<file path="config.mk">
export PLATFORM = sky130hd
export DESIGN_NAME = cone_midpoint_steer_angle
export DESIGN_NICKNAME = d
export VERILOG_FILES = /design/src/hdl/cmsa_pkg.sv /design/src/hdl/cmsa_regs.sv /design/src/hdl/cmsa_ctrl.sv /design/src/hdl/cmsa_dpath.sv /design/src/hdl/cone_midpoint_steer_angle.sv
export SDC_FILE = /design/constraint.sdc
export NUM_CORES = 2
export LEC_CHECK = 0
export BUFFER_PORTS_ARGS = -buffer_cell sky130_fd_sc_hd__buf_4
export CAP_MARGIN = 20
export CORE_ASPECT_RATIO = 1.1
export CORE_MARGIN = 4
export CORE_UTILIZATION = 70
export CTS_BUF_LIST = sky130_fd_sc_hd__clkbuf_8
export DETAILED_ROUTE_END_ITERATION = 7
export GPL_TIMING_DRIVEN = 0
export PLACE_DENSITY = 0.91
export SLEW_MARGIN = 0
export SYNTH_ARGS = -nofsm -noshare
export SYNTH_HDL_FRONTEND = slang
export SYNTH_SLANG_ARGS = --single-unit
</file>
<file path="constraint.sdc">
create_clock -name clk -period 13.83 [get_ports clk]
set_input_delay 0 -clock clk [delete_from_list [all_inputs] [get_ports clk]]
set_output_delay 0 -clock clk [all_outputs]
set_load 0.05 [all_outputs]
</file>
<file path="src/hdl/cmsa_pkg.sv">
// Shared types, constants and the CORDIC arctangent table for the cone
// midpoint steering block. No dependencies.
package cmsa_pkg;

    // Point coordinate width and derived datapath widths.
    localparam int COORD_BITS  = 16;
    localparam int SUM_W       = COORD_BITS + 1;
    localparam int SQ_W        = 2 * COORD_BITS + 1;
    localparam int THR_W       = 15;
    localparam int LIM_W       = 2 * THR_W;
    localparam int DIST_W      = SQ_W + 1;
    localparam int XY_W        = SUM_W + 19;
    localparam int ACC_W       = 33;
    localparam int ANG_W       = ACC_W - 16;
    localparam int THETA_W     = 16;
    localparam int GAIN_W      = 16;
    localparam int PROD_W      = THETA_W + GAIN_W + 1;
    localparam int STEER_W     = 24;
    localparam int TAB_LEN     = 24;
    localparam int TAB_IDX_W   = $clog2(TAB_LEN);
    localparam int TAB_W       = 30;
    localparam int CORDIC_STEPS_DEF = 16;

    // Configuration port.
    localparam int APB_AW = 4;
    localparam int APB_DW = 32;

    // Register reset values.
    localparam logic signed [15:0]      HEIGHT_SPLIT_RST = -16'sd1400;
    localparam logic [THR_W-1:0]        DIST_THR_RST     = 15'd1000;
    localparam logic signed [15:0]      FAR_LIMIT_RST    = 16'sd10000;
    localparam logic [GAIN_W-1:0]       STEER_GAIN_RST   = 16'd256;

    // Register indexes (byte address divided by four).
    typedef enum logic [1:0] {
        REG_HEIGHT_SPLIT = 2'd0,
        REG_DIST_THR     = 2'd1,
        REG_FAR_LIMIT    = 2'd2,
        REG_STEER_GAIN   = 2'd3
    } reg_idx_t;

    // Result status codes.
    typedef enum logic [1:0] {
        STAT_STEER = 2'd0,
        STAT_FAR   = 2'd1,
        STAT_NONE  = 2'd2
    } status_t;

    // Controller states.
    typedef enum logic [2:0] {
        ST_IDLE,
        ST_SQUARE,
        ST_CHECK,
        ST_ROT_INIT,
        ST_ROTATE,
        ST_ROUND,
        ST_SCALE,
        ST_EMIT
    } state_t;

    // Payload of one input transaction.
    typedef struct packed {
        logic signed [COORD_BITS-1:0] point_x;
        logic signed [COORD_BITS-1:0] point_y;
        logic signed [COORD_BITS-1:0] point_z;
        logic                         last_point;
    } point_t;

    // Payload of one output transaction.
    typedef struct packed {
        logic signed [STEER_W-1:0] steer_value;
        logic [1:0]                result_status;
    } result_t;

    // Configuration register values.
    typedef struct packed {
        logic signed [15:0]  height_split;
        logic [THR_W-1:0]    distance_threshold;
        logic signed [15:0]  far_height_limit;
        logic [GAIN_W-1:0]   steer_gain;
    } cfg_t;

    // Commands from the controller to the datapath.
    typedef struct packed {
        logic    load_point;
        logic    clear_cloud;
        logic    square;
        logic    rot_init;
        logic    rot_step;
        logic    round_angle;
        logic    scale;
        logic    load_out;
        status_t out_code;
    } ctrl_cmd_t;

    // Status from the datapath to the controller.
    typedef struct packed {
        logic last_point;
        logic far_point;
        logic dist_gt;
        logic rot_last;
        logic out_busy;
    } dp_status_t;

    // atan(2^-i) in centidegrees scaled by 2^16, rounded.
    function automatic logic [TAB_W-1:0] atan_entry(input logic [TAB_IDX_W-1:0] idx);
        logic [TAB_W-1:0] val;
        case (idx)
            5'd0:    val = 30'd294912000;
            5'd1:    val = 30'd174096719;
            5'd2:    val = 30'd91987925;
            5'd3:    val = 30'd46694507;
            5'd4:    val = 30'd23437865;
            5'd5:    val = 30'd11730358;
            5'd6:    val = 30'd5866610;
            5'd7:    val = 30'd2933484;
            5'd8:    val = 30'd1466764;
            5'd9:    val = 30'd733385;
            5'd10:   val = 30'd366693;
            5'd11:   val = 30'd183347;
            5'd12:   val = 30'd91673;
            5'd13:   val = 30'd45837;
            5'd14:   val = 30'd22918;
            5'd15:   val = 30'd11459;
            5'd16:   val = 30'd5730;
            5'd17:   val = 30'd2865;
            5'd18:   val = 30'd1432;
            5'd19:   val = 30'd716;
            5'd20:   val = 30'd358;
            5'd21:   val = 30'd179;
            5'd22:   val = 30'd90;
            5'd23:   val = 30'd45;
            default: val = '0;
        endcase
        return val;
    endfunction

endpackage

</file>
<file path="src/hdl/cmsa_regs.sv">
// Configuration register file with an APB-style write and read port.
// Depends on cmsa_pkg for the register indexes, reset values and cfg_t.
module cmsa_regs
    import cmsa_pkg::*;
(
    input  logic              clk,
    input  logic              rst_n,
    input  logic              psel,
    input  logic              penable,
    input  logic              pwrite,
    input  logic [APB_AW-1:0] paddr,
    input  logic [APB_DW-1:0] pwdata,
    output logic [APB_DW-1:0] prdata,
    output logic              pready,
    output cfg_t              cfg
);

    cfg_t     cfg_reg;
    reg_idx_t idx;
    logic     wr_en;

    assign idx    = reg_idx_t'(paddr[3:2]);
    assign wr_en  = psel && penable && pwrite;
    assign pready = 1'b1;
    assign cfg    = cfg_reg;

    // Register writes at the access phase.
    always_ff @(posedge clk or negedge rst_n)
    begin
        if (!rst_n)
        begin
            cfg_reg.height_split       <= HEIGHT_SPLIT_RST;
            cfg_reg.distance_threshold <= DIST_THR_RST;
            cfg_reg.far_height_limit   <= FAR_LIMIT_RST;
            cfg_reg.steer_gain         <= STEER_GAIN_RST;
        end
        else if (wr_en)
        begin
            case (idx)
                REG_HEIGHT_SPLIT: cfg_reg.height_split       <= pwdata[15:0];
                REG_DIST_THR:     cfg_reg.distance_threshold <= pwdata[THR_W-1:0];
                REG_FAR_LIMIT:    cfg_reg.far_height_limit   <= pwdata[15:0];
                REG_STEER_GAIN:   cfg_reg.steer_gain         <= pwdata[GAIN_W-1:0];
                default:          ;
            endcase
        end
    end

    // Read data mux.
    always_comb
    begin
        case (idx)
            REG_HEIGHT_SPLIT: prdata = {16'd0, cfg_reg.height_split};
            REG_DIST_THR:     prdata = {17'd0, cfg_reg.distance_threshold};
            REG_FAR_LIMIT:    prdata = {16'd0, cfg_reg.far_height_limit};
            REG_STEER_GAIN:   prdata = {16'd0, cfg_reg.steer_gain};
            default:          prdata = '0;
        endcase
    end

endmodule

</file>
<file path="src/hdl/cmsa_ctrl.sv">
// Controller state machine: sequences the distance test, the CORDIC
// iterations and the result hand-off. Depends on cmsa_pkg.
module cmsa_ctrl
    import cmsa_pkg::*;
(
    input  logic       clk,
    input  logic       rst_n,
    input  logic       point_valid,
    input  logic       point_last,
    output logic       point_stall,
    input  dp_status_t status,
    output ctrl_cmd_t  cmd
);

    state_t  state_reg, state_next;
    status_t code_reg, code_next;
    logic    cloud_done_reg, cloud_done_next;

    // State and control registers.
    always_ff @(posedge clk or negedge rst_n)
    begin
        if (!rst_n)
        begin
            state_reg      <= ST_IDLE;
            code_reg       <= STAT_NONE;
            cloud_done_reg <= 1'b0;
        end
        else
        begin
            state_reg      <= state_next;
            code_reg       <= code_next;
            cloud_done_reg <= cloud_done_next;
        end
    end

    // Next state and datapath commands.
    always_comb
    begin
        state_next      = state_reg;
        code_next       = code_reg;
        cloud_done_next = cloud_done_reg;
        point_stall     = 1'b1;
        cmd             = '0;
        cmd.out_code    = code_reg;

        case (state_reg)
            ST_IDLE:
            begin
                point_stall = 1'b0;
                if (point_valid)
                begin
                    if (cloud_done_reg)
                    begin
                        // The rest of a finished cloud is dropped.
                        if (point_last)
                        begin
                            cmd.clear_cloud = 1'b1;
                            cloud_done_next = 1'b0;
                        end
                    end
                    else
                    begin
                        cmd.load_point = 1'b1;
                        state_next     = ST_SQUARE;
                    end
                end
            end
            ST_SQUARE:
            begin
                cmd.square = 1'b1;
                state_next = ST_CHECK;
            end
            ST_CHECK:
            begin
                if (status.dist_gt)
                begin
                    if (status.far_point)
                    begin
                        code_next  = STAT_FAR;
                        state_next = ST_EMIT;
                    end
                    else
                    begin
                        code_next  = STAT_STEER;
                        state_next = ST_ROT_INIT;
                    end
                end
                else if (status.last_point)
                begin
                    code_next  = STAT_NONE;
                    state_next = ST_EMIT;
                end
                else
                begin
                    state_next = ST_IDLE;
                end
            end
            ST_ROT_INIT:
            begin
                cmd.rot_init = 1'b1;
                state_next   = ST_ROTATE;
            end
            ST_ROTATE:
            begin
                cmd.rot_step = 1'b1;
                if (status.rot_last)
                begin
                    state_next = ST_ROUND;
                end
            end
            ST_ROUND:
            begin
                cmd.round_angle = 1'b1;
                state_next      = ST_SCALE;
            end
            ST_SCALE:
            begin
                cmd.scale  = 1'b1;
                state_next = ST_EMIT;
            end
            ST_EMIT:
            begin
                // Wait until the output register can take the result.
                if (!status.out_busy)
                begin
                    cmd.load_out = 1'b1;
                    state_next   = ST_IDLE;
                    if (status.last_point)
                    begin
                        cmd.clear_cloud = 1'b1;
                        cloud_done_next = 1'b0;
                    end
                    else
                    begin
                        cloud_done_next = (code_reg != STAT_NONE);
                    end
                end
            end
            default:
            begin
                state_next = ST_IDLE;
            end
        endcase
    end

endmodule

</file>
<file path="src/hdl/cmsa_dpath.sv">
// Datapath: stored cone points, midpoint distance test, CORDIC atan2,
// gain scaling and the output register. Depends on cmsa_pkg.
module cmsa_dpath
    import cmsa_pkg::*;
#(
    parameter int CORDIC_STEPS = CORDIC_STEPS_DEF
)
(
    input  logic       clk,
    input  logic       rst_n,
    input  point_t     point,
    input  cfg_t       cfg,
    input  ctrl_cmd_t  cmd,
    output dp_status_t status,
    output logic       result_valid,
    input  logic       result_stall,
    output result_t    result
);

    localparam int STEP_W = $clog2(CORDIC_STEPS);
    localparam logic [STEP_W-1:0] STEP_LAST = STEP_W'(CORDIC_STEPS - 1);
    localparam logic signed [ACC_W-1:0] ROT90 = ACC_W'(589824000);
    localparam logic signed [ACC_W-1:0] RND_HALF = ACC_W'(32768);
    localparam logic signed [ANG_W-1:0] ANG_MAX = ANG_W'(18000);
    localparam logic signed [ANG_W-1:0] ANG_MIN = -ANG_W'(18000);
    localparam logic signed [ANG_W-1:0] QUARTER = ANG_W'(9000);
    localparam logic signed [PROD_W-1:0] OUT_RND = PROD_W'(128);

    // Stored points and per-point flags.
    logic signed [COORD_BITS-1:0] left_x_reg, left_y_reg, right_x_reg, right_y_reg;
    logic signed [SUM_W-1:0]      sum_x_reg, sum_y_reg;
    logic                         far_reg, last_reg;
    logic [SQ_W-1:0]              sq_x_reg, sq_y_reg;
    logic [LIM_W-1:0]             lim_reg;

    // CORDIC and scaling registers.
    logic signed [XY_W-1:0]       cx_reg, cy_reg;
    logic signed [ACC_W-1:0]      acc_reg;
    logic [STEP_W-1:0]            step_reg;
    logic signed [THETA_W-1:0]    theta_reg;
    logic signed [PROD_W-1:0]     prod_reg;

    // Output register.
    logic                         out_valid_reg;
    result_t                      out_data_reg;

    logic                         is_left, is_right;
    logic signed [COORD_BITS-1:0] new_lx, new_ly, new_rx, new_ry;
    logic signed [2*SUM_W-1:0]    prod_sx, prod_sy;
    logic [DIST_W-1:0]            dist2, lim4;
    logic signed [XY_W-1:0]       sx_w, sy_w, dx, dy;
    logic signed [ACC_W-1:0]      tab_val, acc_rnd;
    logic signed [ANG_W-1:0]      ang, ang_clamp, theta_full;
    logic signed [GAIN_W:0]       gain_s;
    logic signed [PROD_W-1:0]     prod_next, steer_rnd;

    // Left/right selection and the midpoint sums of the updated points.
    assign is_left  = point.point_z < cfg.height_split;
    assign is_right = point.point_z > cfg.height_split;
    assign new_lx   = is_left  ? point.point_x : left_x_reg;
    assign new_ly   = is_left  ? point.point_y : left_y_reg;
    assign new_rx   = is_right ? point.point_x : right_x_reg;
    assign new_ry   = is_right ? point.point_y : right_y_reg;

    always_ff @(posedge clk or negedge rst_n)
    begin
        if (!rst_n)
        begin
            left_x_reg  <= '0;
            left_y_reg  <= '0;
            right_x_reg <= '0;
            right_y_reg <= '0;
        end
        else if (cmd.clear_cloud)
        begin
            left_x_reg  <= '0;
            left_y_reg  <= '0;
            right_x_reg <= '0;
            right_y_reg <= '0;
        end
        else if (cmd.load_point)
        begin
            left_x_reg  <= new_lx;
            left_y_reg  <= new_ly;
            right_x_reg <= new_rx;
            right_y_reg <= new_ry;
        end
    end

    always_ff @(posedge clk)
    begin
        if (cmd.load_point)
        begin
            sum_x_reg <= {new_lx[COORD_BITS-1], new_lx} + {new_rx[COORD_BITS-1], new_rx};
            sum_y_reg <= {new_ly[COORD_BITS-1], new_ly} + {new_ry[COORD_BITS-1], new_ry};
            far_reg   <= point.point_z >= cfg.far_height_limit;
            last_reg  <= point.last_point;
        end
    end

    // Squares of the doubled midpoint and of the threshold.
    assign prod_sx = sum_x_reg * sum_x_reg;
    assign prod_sy = sum_y_reg * sum_y_reg;

    always_ff @(posedge clk)
    begin
        if (cmd.square)
        begin
            sq_x_reg <= prod_sx[SQ_W-1:0];
            sq_y_reg <= prod_sy[SQ_W-1:0];
            lim_reg  <= cfg.distance_threshold * cfg.distance_threshold;
        end
    end

    // Distance test against four times the squared threshold.
    assign dist2 = {1'b0, sq_x_reg} + {1'b0, sq_y_reg};
    assign lim4  = {{(DIST_W - LIM_W - 2){1'b0}}, lim_reg, 2'b00};

    // CORDIC vectoring, one iteration a cycle.
    assign sx_w    = {{(XY_W - SUM_W - 16){sum_x_reg[SUM_W-1]}}, sum_x_reg, 16'd0};
    assign sy_w    = {{(XY_W - SUM_W - 16){sum_y_reg[SUM_W-1]}}, sum_y_reg, 16'd0};
    assign dx      = cy_reg >>> step_reg;
    assign dy      = cx_reg >>> step_reg;
    assign tab_val = signed'({{(ACC_W - TAB_W){1'b0}},
                             atan_entry(TAB_IDX_W'(step_reg))});

    always_ff @(posedge clk)
    begin
        if (cmd.rot_init)
        begin
            step_reg <= '0;
            if (sum_x_reg < 0)
            begin
                // Turn a left-half vector by a quarter turn first.
                if (sum_y_reg >= 0)
                begin
                    cx_reg  <= sy_w;
                    cy_reg  <= -sx_w;
                    acc_reg <= ROT90;
                end
                else
                begin
                    cx_reg  <= -sy_w;
                    cy_reg  <= sx_w;
                    acc_reg <= -ROT90;
                end
            end
            else
            begin
                cx_reg  <= sx_w;
                cy_reg  <= sy_w;
                acc_reg <= '0;
            end
        end
        else if (cmd.rot_step)
        begin
            step_reg <= step_reg + 1'b1;
            if (cy_reg > 0)
            begin
                cx_reg  <= cx_reg + dx;
                cy_reg  <= cy_reg - dy;
                acc_reg <= acc_reg + tab_val;
            end
            else
            begin
                cx_reg  <= cx_reg - dx;
                cy_reg  <= cy_reg + dy;
                acc_reg <= acc_reg - tab_val;
            end
        end
    end

    // Round to centidegrees, clamp, and form the steering angle.
    assign acc_rnd    = acc_reg + RND_HALF;
    assign ang        = acc_rnd[ACC_W-1:16];
    assign ang_clamp  = (ang > ANG_MAX) ? ANG_MAX : ((ang < ANG_MIN) ? ANG_MIN : ang);
    assign theta_full = -QUARTER - ang_clamp;

    // Gain product and its rounding.
    assign gain_s    = signed'({1'b0, cfg.steer_gain});
    assign prod_next = theta_reg * gain_s;
    assign steer_rnd = prod_reg + OUT_RND;

    always_ff @(posedge clk)
    begin
        if (cmd.round_angle)
        begin
            theta_reg <= theta_full[THETA_W-1:0];
        end
        if (cmd.scale)
        begin
            prod_reg <= prod_next;
        end
    end

    // Output register: holds a transaction until it is taken.
    always_ff @(posedge clk or negedge rst_n)
    begin
        if (!rst_n)
        begin
            out_valid_reg <= 1'b0;
        end
        else if (cmd.load_out)
        begin
            out_valid_reg <= 1'b1;
        end
        else if (!result_stall)
        begin
            out_valid_reg <= 1'b0;
        end
    end

    always_ff @(posedge clk)
    begin
        if (cmd.load_out)
        begin
            out_data_reg.result_status <= cmd.out_code;
            if (cmd.out_code == STAT_STEER)
            begin
                out_data_reg.steer_value <= steer_rnd[STEER_W+7:8];
            end
            else
            begin
                out_data_reg.steer_value <= '0;
            end
        end
    end

    assign result_valid = out_valid_reg;
    assign result       = out_data_reg;

    // Status back to the controller.
    assign status.last_point = last_reg;
    assign status.far_point  = far_reg;
    assign status.dist_gt    = dist2 > lim4;
    assign status.rot_last   = step_reg == STEP_LAST;
    assign status.out_busy   = out_valid_reg && result_stall;

endmodule

</file>
<file path="src/hdl/cone_midpoint_steer_angle.sv">
// Cone midpoint steering angle. Each point is accepted, squared and then
// distance-tested; points of a cloud after its result are taken 1 per cycle.
// A steering result passes the check, CORDIC init, iterate, round and scale
// states into the output register; the CORDIC loop iterates one step a cycle.
// Reset (rst_n, asynchronous, active low) restores the register defaults and
// clears the stored points; no clearing pass is needed.
module cone_midpoint_steer_angle
    import cmsa_pkg::*;
#(
    parameter int CORDIC_STEPS = CORDIC_STEPS_DEF
)
(
    input  logic              clk,
    input  logic              rst_n,
    input  logic              psel,
    input  logic              penable,
    input  logic              pwrite,
    input  logic [APB_AW-1:0] paddr,
    input  logic [APB_DW-1:0] pwdata,
    output logic [APB_DW-1:0] prdata,
    output logic              pready,
    input  logic              point_valid,
    output logic              point_stall,
    input  point_t            point,
    output logic              result_valid,
    input  logic              result_stall,
    output result_t           result
);

    cfg_t       cfg;
    ctrl_cmd_t  cmd;
    dp_status_t status;

    // Configuration registers.
    cmsa_regs u_regs (
        .clk     (clk),
        .rst_n   (rst_n),
        .psel    (psel),
        .penable (penable),
        .pwrite  (pwrite),
        .paddr   (paddr),
        .pwdata  (pwdata),
        .prdata  (prdata),
        .pready  (pready),
        .cfg     (cfg)
    );

    // Sequencer.
    cmsa_ctrl u_ctrl (
        .clk         (clk),
        .rst_n       (rst_n),
        .point_valid (point_valid),
        .point_last  (point.last_point),
        .point_stall (point_stall),
        .status      (status),
        .cmd         (cmd)
    );

    // Arithmetic and output register.
    cmsa_dpath #(
        .CORDIC_STEPS (CORDIC_STEPS)
    ) u_dpath (
        .clk          (clk),
        .rst_n        (rst_n),
        .point        (point),
        .cfg          (cfg),
        .cmd          (cmd),
        .status       (status),
        .result_valid (result_valid),
        .result_stall (result_stall),
        .result       (result)
    );

endmodule
</file>
## After elaboration in Yosys (flattened, before gate mapping)

Memories as Yosys holds them, arrays and structs flattened. A register that Yosys moved wholly into a read port is not among the register bits.
Index checks and enable logic that the tools add are counted.

- Bits in registers: 449
- Latch bits: 0
- Memory bits (writable): 0
- Memory bits (read-only): 464
- Input port bits: 92
- Output and inout port bits: 61
- Logic and storage cells: 159
- Memories kept: 1

Memory list:

| name | depth | bits a word | read ports | clocked after memory_dff | write ports | line | text |
|---|---|---|---|---|---|---|---|
| (name not given) | 16 | 29 | 1 | 1 | 0 | cmsa_pkg.sv:108 | `case (idx)` |

- Add/sub/neg operators: 15
- $mul: 4
- Div/mod/pow operators: 0
- Order comparisons: 9
- Equal/unequal tests: 17
- Shift-type cells: 2
- Multiplexer cells: 67
- Bitwise gates (word level): 0
- Reduce and logical (&&, ||, !) cells: 17

Operators by type and width:

| operator | number |
|---|---|
| $mux 36 | 10 |
| $mux 16 | 14 |
| $mux 33 | 5 |
| $pmux 32 s4 | 1 |
| $add 36x36->36 | 2 |
| $neg 33->36 | 2 |
| $sshr 36x4->36 | 2 |
| $sub 36x36->36 | 2 |
| $mul 17x17->33 | 2 |
| $gt 36x1->1 const B | 1 |
| $add 16x16->17 | 2 |
| $add 33x33->34 | 1 |
| $gt 34x32->1 | 1 |
| $add 33x17->33 const B | 1 |
| $add 33x31->33 | 1 |
| $sub 33x31->33 | 1 |
| $add 32x9->32 const B | 1 |
| $mul 16x17->32 | 1 |
| $mul 15x15->30 | 1 |
| $pmux 3 s8 | 1 |
| $mux 1 | 22 |
| $mux 3 | 7 |
| $ge 17x1->1 const B | 1 |
| $gt 17x16->1 const B | 1 |
| other kinds (25) | 48 |

## Depth between registers and ports, before layout

- Word-level depth: 6
- Gate-level depth with buffers: 29
- Gate-level depth less buffers: 26

## By module

Synthesis repeated with hierarchy kept, for this count alone.

- Cell total of the unflattened synthesis: 7251
- Area total of the unflattened synthesis: 69133.8 um^2

Modules (own cells, without submodules):

| module | times used | cells each | area each (um^2) | sequential area each (um^2) |
|---|---|---|---|---|
| cmsa_dpath | 1 | 7022 | 65704.3 | 11325.9 |
| cmsa_regs | 1 | 180 | 2990.4 | 1601.5 |
| cmsa_ctrl | 1 | 49 | 439.2 | 151.4 |

## Least setup slack after synthesis

No wires, ideal clock.

- Path type: reg2reg
- Start point: register u_ctrl.state_reg[2]
- End point: register u_dpath.lim_reg[0], enable pin
- Library setup time: 678 ps
- Data arrival time: 7525 ps
- Data required time: 13152 ps
- Setup slack: 5627 ps
- Cell stages (with the launch flop): 4
- Buffers on the path: 2
- Period minus slack after synthesis: 8203 ps
- Path through: dfrtp_1 > clkbuf_1 > clkbuf_1 > nor3b_1

- Longest elaborated chain between the ends: 2

RTL lines:

| what | line | text |
|---|---|---|
| start: declaration | cmsa_ctrl.sv:15 | `state_t state_reg, state_next;` |
| start signal: assignment | cmsa_ctrl.sv:30 | `state_reg <= state_next;` |
| $eq 3x1->1 | cmsa_ctrl.sv:46 | `case (state_reg)` |
| $mux 1 | cmsa_ctrl.sv:46 |  |
| end signal: assignment | cmsa_dpath.sv:111 | `lim_reg <= cfg.distance_threshold * cfg.distance_threshold;` |
| end: declaration | cmsa_dpath.sv:34 | `logic [LIM_W-1:0] lim_reg;` |

Every way passes these cells.
A chain may end at the register's enable or synchronous reset.

## Worst setup path in the final report

- Start point: register u_dpath.step_reg[2]
- End point: register u_dpath.cx_reg[29] (data pin)

- Longest elaborated chain between the ends: 5
- Elaborated cells between the ends (all ways): 6
- Those cells by class: add/sub: 2; shift: 1; mux: 3

RTL lines:

| what | line | text |
|---|---|---|
| start: declaration | cmsa_dpath.sv:39 | `logic [STEP_W-1:0] step_reg;` |
| start signal: assignment | cmsa_dpath.sv:157 | `step_reg <= step_reg + 1'b1;` |
| $sshr 36x4->36 * | cmsa_dpath.sv:122 | `assign dx = cy_reg >>> step_reg;` |
| $sub 36x36->36 / $add 36x36->36 (equally long branches) | cmsa_dpath.sv:166, cmsa_dpath.sv:160 |  |
| $mux 36 * | cmsa_dpath.sv:158 | `if (cy_reg > 0)` |
| $mux 36 * | cmsa_dpath.sv:155 | `else if (cmd.rot_step)` |
| $mux 36 * | cmsa_dpath.sv:129 | `if (cmd.rot_init)` |
| end signal: assignment | cmsa_dpath.sv:137 | `cx_reg <= sy_w;` |
| end signal: assignment | cmsa_dpath.sv:160 | `cx_reg <= cx_reg + dx;` |
| end signal: assignment | cmsa_dpath.sv:166 | `cx_reg <= cx_reg - dx;` |
| end: declaration | cmsa_dpath.sv:37 | `logic signed [XY_W-1:0] cx_reg, cy_reg;` |

Mark *: on every way between the ends. The rest lies on a longest branch, timed or not. The select of a mux whose other input is x is not followed.

==> metrics <==
Core Region=97100 sq um; first-pass GRT wire length=330000 microns; crit path buf inv count=7; PnR worst setup slack=3.84 ns; Tmin final=9.99 ns; GRT Total Usage=0.413; Clk pin slew, worst setup/hold paths=0.07 ns; EDFF count, synth=301; status=finished, violations left; CTS Buf Count=84; Most Frequent Cell on Critical Path=clkbuf_1; DP Wirelength=162000 microns; largest net degree at the start of global routing=75; Max Cap Viol=0; Max stage delay cell, worst path=clkbuf_1; Die X=306 microns; ys flop type=edfxtp_1; Longest Clk Path Bufs=3; Die Footprint=103000 sq um; GR Overflow Total=0; CTS tree=yes; Seq/Total Area, Yosys=0.191; H-tree depth=3; Syn. warnings=0; Antenna Nets Post-Route=0; via-per-instance ratio=6.43; RePlAce Congestion=1.02; layout cells sized above 1=0.0790; Initial Utilization=0.704; Post-Route WL=212000 microns; CP Class=reg -> reg; HP Class=in -> reg; crit end category=flop; Port Buffers=117; fin nets=9129; Final Instance Area=73900 sq um; clk sinks=468; CP Data Arrival Time=10.52 ns; Worst slew margin=0.164; Worst Skew=0.0779 ns; dpl cells=8663; row count=120; drt wl/cell=23.7 microns; Max stage delay on crit path=0.88 ns; xor/xnor share of the synthesized area=0.0567; Syn-to-layout area delta=8.08%; initial DRC count=5800; mapped cell area=68400 sq um; Hold Vio Cnt, Final=1; initial antenna violation count=18; Die H=336 microns; placed cell area=71200 sq um; number of flip-flops in the largest register=63; Yosys reg bits=468; vias in the first global route=60800; period utilisation layout=0.722; Startpoint Class=flop; Critical Path RT=14.36 ns; Synth Area per Inst=9.46 sq um; highest-count cells in the layout ignoring fill and taps=inv_1 (1288), fa_1 (859), nand2_1 (630); Worst Tran Pin Value=1.25 ns; CP max FO=10; Final setup violation count=0; hold slack=-0.00260 ns; Post-CTS Setup Bufs=0; setup TNS=0 ns; complex-gate fraction of the synthesized area=0.109; RSZ-0062 raised after global routing=false; Root Buffer=clkbuf_8; Max Freq=0.100 GHz; Placement Setup Slack=4.54 ns; synth unique cells=99; post-synthesis simple-gate area fraction=0.128; commonest non-fill, non-tap cell in the layout=inv_1; largest family of logic cells by synthesized area=adder cells; Mapped Cells=7234; Post-Synth Adder-Cell Area=0.366; Final Max Tran Viols=0; # IOs=153; via count=57300; fin cells=8914; ys async rst share=0.286; Initial DRT Pass Iterations=6; portion of netlist area occupied by mux cells=0.0610; Layout fillers=6170; worst skew pair latency=0.81 ns; failing checks=negative hold slack; Residual DRC=0; cell family with most CP delay=buffers and inverters
-- per-stage QoR --
| step | hold WS, ns | util |
|---|---|---|
| after global placement | 0.240 | 0.730 |
| after CTS | 0.00108 | 0.761 |
| after detailed placement | 0.00186 | 0.733 |
| final | -0.00260 | 0.761 |
| after floorplan | -0.296 | - |
| after global routing | 0.0313 | 0.761 |
-- tightest hold or removal path, stage by stage --
cell and delay [ns]:
dlygate4sd3_1 0.52, buf_4 0.12, a22o_1 0.13
-- layer usage --
metal / part of all wire / routed length, microns / track usage
met4: 0.086 / 18200 / 0.295
met3: 0.11 / 22600 / 0.107
met5: 0.00040 / 85 / 0
met2: 0.46 / 97700 / 0.666
met1: 0.34 / 73000 / 0.482
-- path summary, 6_finish.rpt --
kind | start | to | slack [ns] | cells after the start
worst min register to register | u_dpath.right_x_reg[10] | u_dpath.right_x_reg[10] | 0.50 | 1
worst min-delay path | point[38] | u_dpath.right_x_reg[5] | -0.003 | 3
worst max register to register | u_dpath.step_reg[2] | u_dpath.cx_reg[29] | 3.84 | 26
worst max-delay path | u_dpath.step_reg[2] | u_dpath.cx_reg[29] | 3.84 | 26
min in group asynchronous | rst_n | u_dpath.left_x_reg[14] | 0.26 | 4
max in group asynchronous | rst_n | u_regs.cfg[48] | 13.00 | 4
-- area by class of cell --
type / count / area [sq um] / area share
Multi-Input combinational cell: 5222 / 49400 / 0.668
Sequential cell: 468 / 13100 / 0.177
Inverter: 1277 / 4790 / 0.0648
Timing Repair Buffer: 218 / 1990 / 0.0269
Tap cell: 1281 / 1600 / 0.0217
Clock buffer: 95 / 1310 / 0.0177
Buffer: 282 / 1230 / 0.0166
Clock inverter: 60 / 513 / 0.00694
Antenna cell: 11 / 27.5 / 0.000372
-- repair_timing --
action                                 4_1_cts  5_1_grt
hold buffers                                83        0
resized for setup                            0        0
endpoints found under the hold margin      306        0
-- synthesized netlist by cell type (all sizes together) (12+ instances only) --
| cell type | count | share of area |
|---|---|---|
| a211oi | 29 | 0.0033 |
| a31oi | 46 | 0.0042 |
| xnor2 | 287 | 0.037 |
| a221oi | 12 | 0.0015 |
| o21bai | 38 | 0.0042 |
| inv | 1266 | 0.069 |
| and3 | 62 | 0.0057 |
| and2 | 278 | 0.025 |
| a22oi | 12 | 0.0013 |
| or3 | 32 | 0.0029 |
| ha | 625 | 0.11 |
| buf | 67 | 0.0061 |
| nand2b | 54 | 0.0049 |
| nand3 | 89 | 0.0066 |
| mux4 | 92 | 0.031 |
| mux2i | 52 | 0.0077 |
| mux2 | 137 | 0.023 |
| dfxtp | 33 | 0.0097 |
| fa | 859 | 0.25 |
| o211ai | 42 | 0.0046 |
| nor4 | 20 | 0.0018 |
| o31ai | 25 | 0.0027 |
| nor2 | 417 | 0.023 |
| xor2 | 156 | 0.020 |
| edfxtp | 301 | 0.13 |
| or2 | 23 | 0.0021 |
| o21a | 56 | 0.0061 |
| dfrtp | 113 | 0.041 |
| dfstp | 21 | 0.0081 |
| nand2 | 630 | 0.035 |
| a21oi | 312 | 0.023 |
| a21boi | 17 | 0.0019 |
| nor2b | 67 | 0.0061 |
| a22o | 72 | 0.0092 |
| clkbuf | 215 | 0.012 |
| a21o | 117 | 0.013 |
| o21ai | 269 | 0.020 |
| nor3 | 92 | 0.0067 |
| nand4 | 32 | 0.0029 |
-- kinds of logic (layout without fill, tap and decap cells) --
| family | after synthesis | count (layout) |
|---|---|---|
| simple gates | 1838 | 1838 |
| buf+inv | 1559 | 1932 |
| fa+ha+maj | 1485 | 1485 |
| compound gates | 1158 | 1158 |
| flops | 468 | 468 |
| xor+xnor | 443 | 443 |
| mux | 281 | 281 |
| other cells | 2 | 28 |
Power is not shown: default switching activity piles up to over one toggle a cycle in this logic, so the estimate is an artifact.
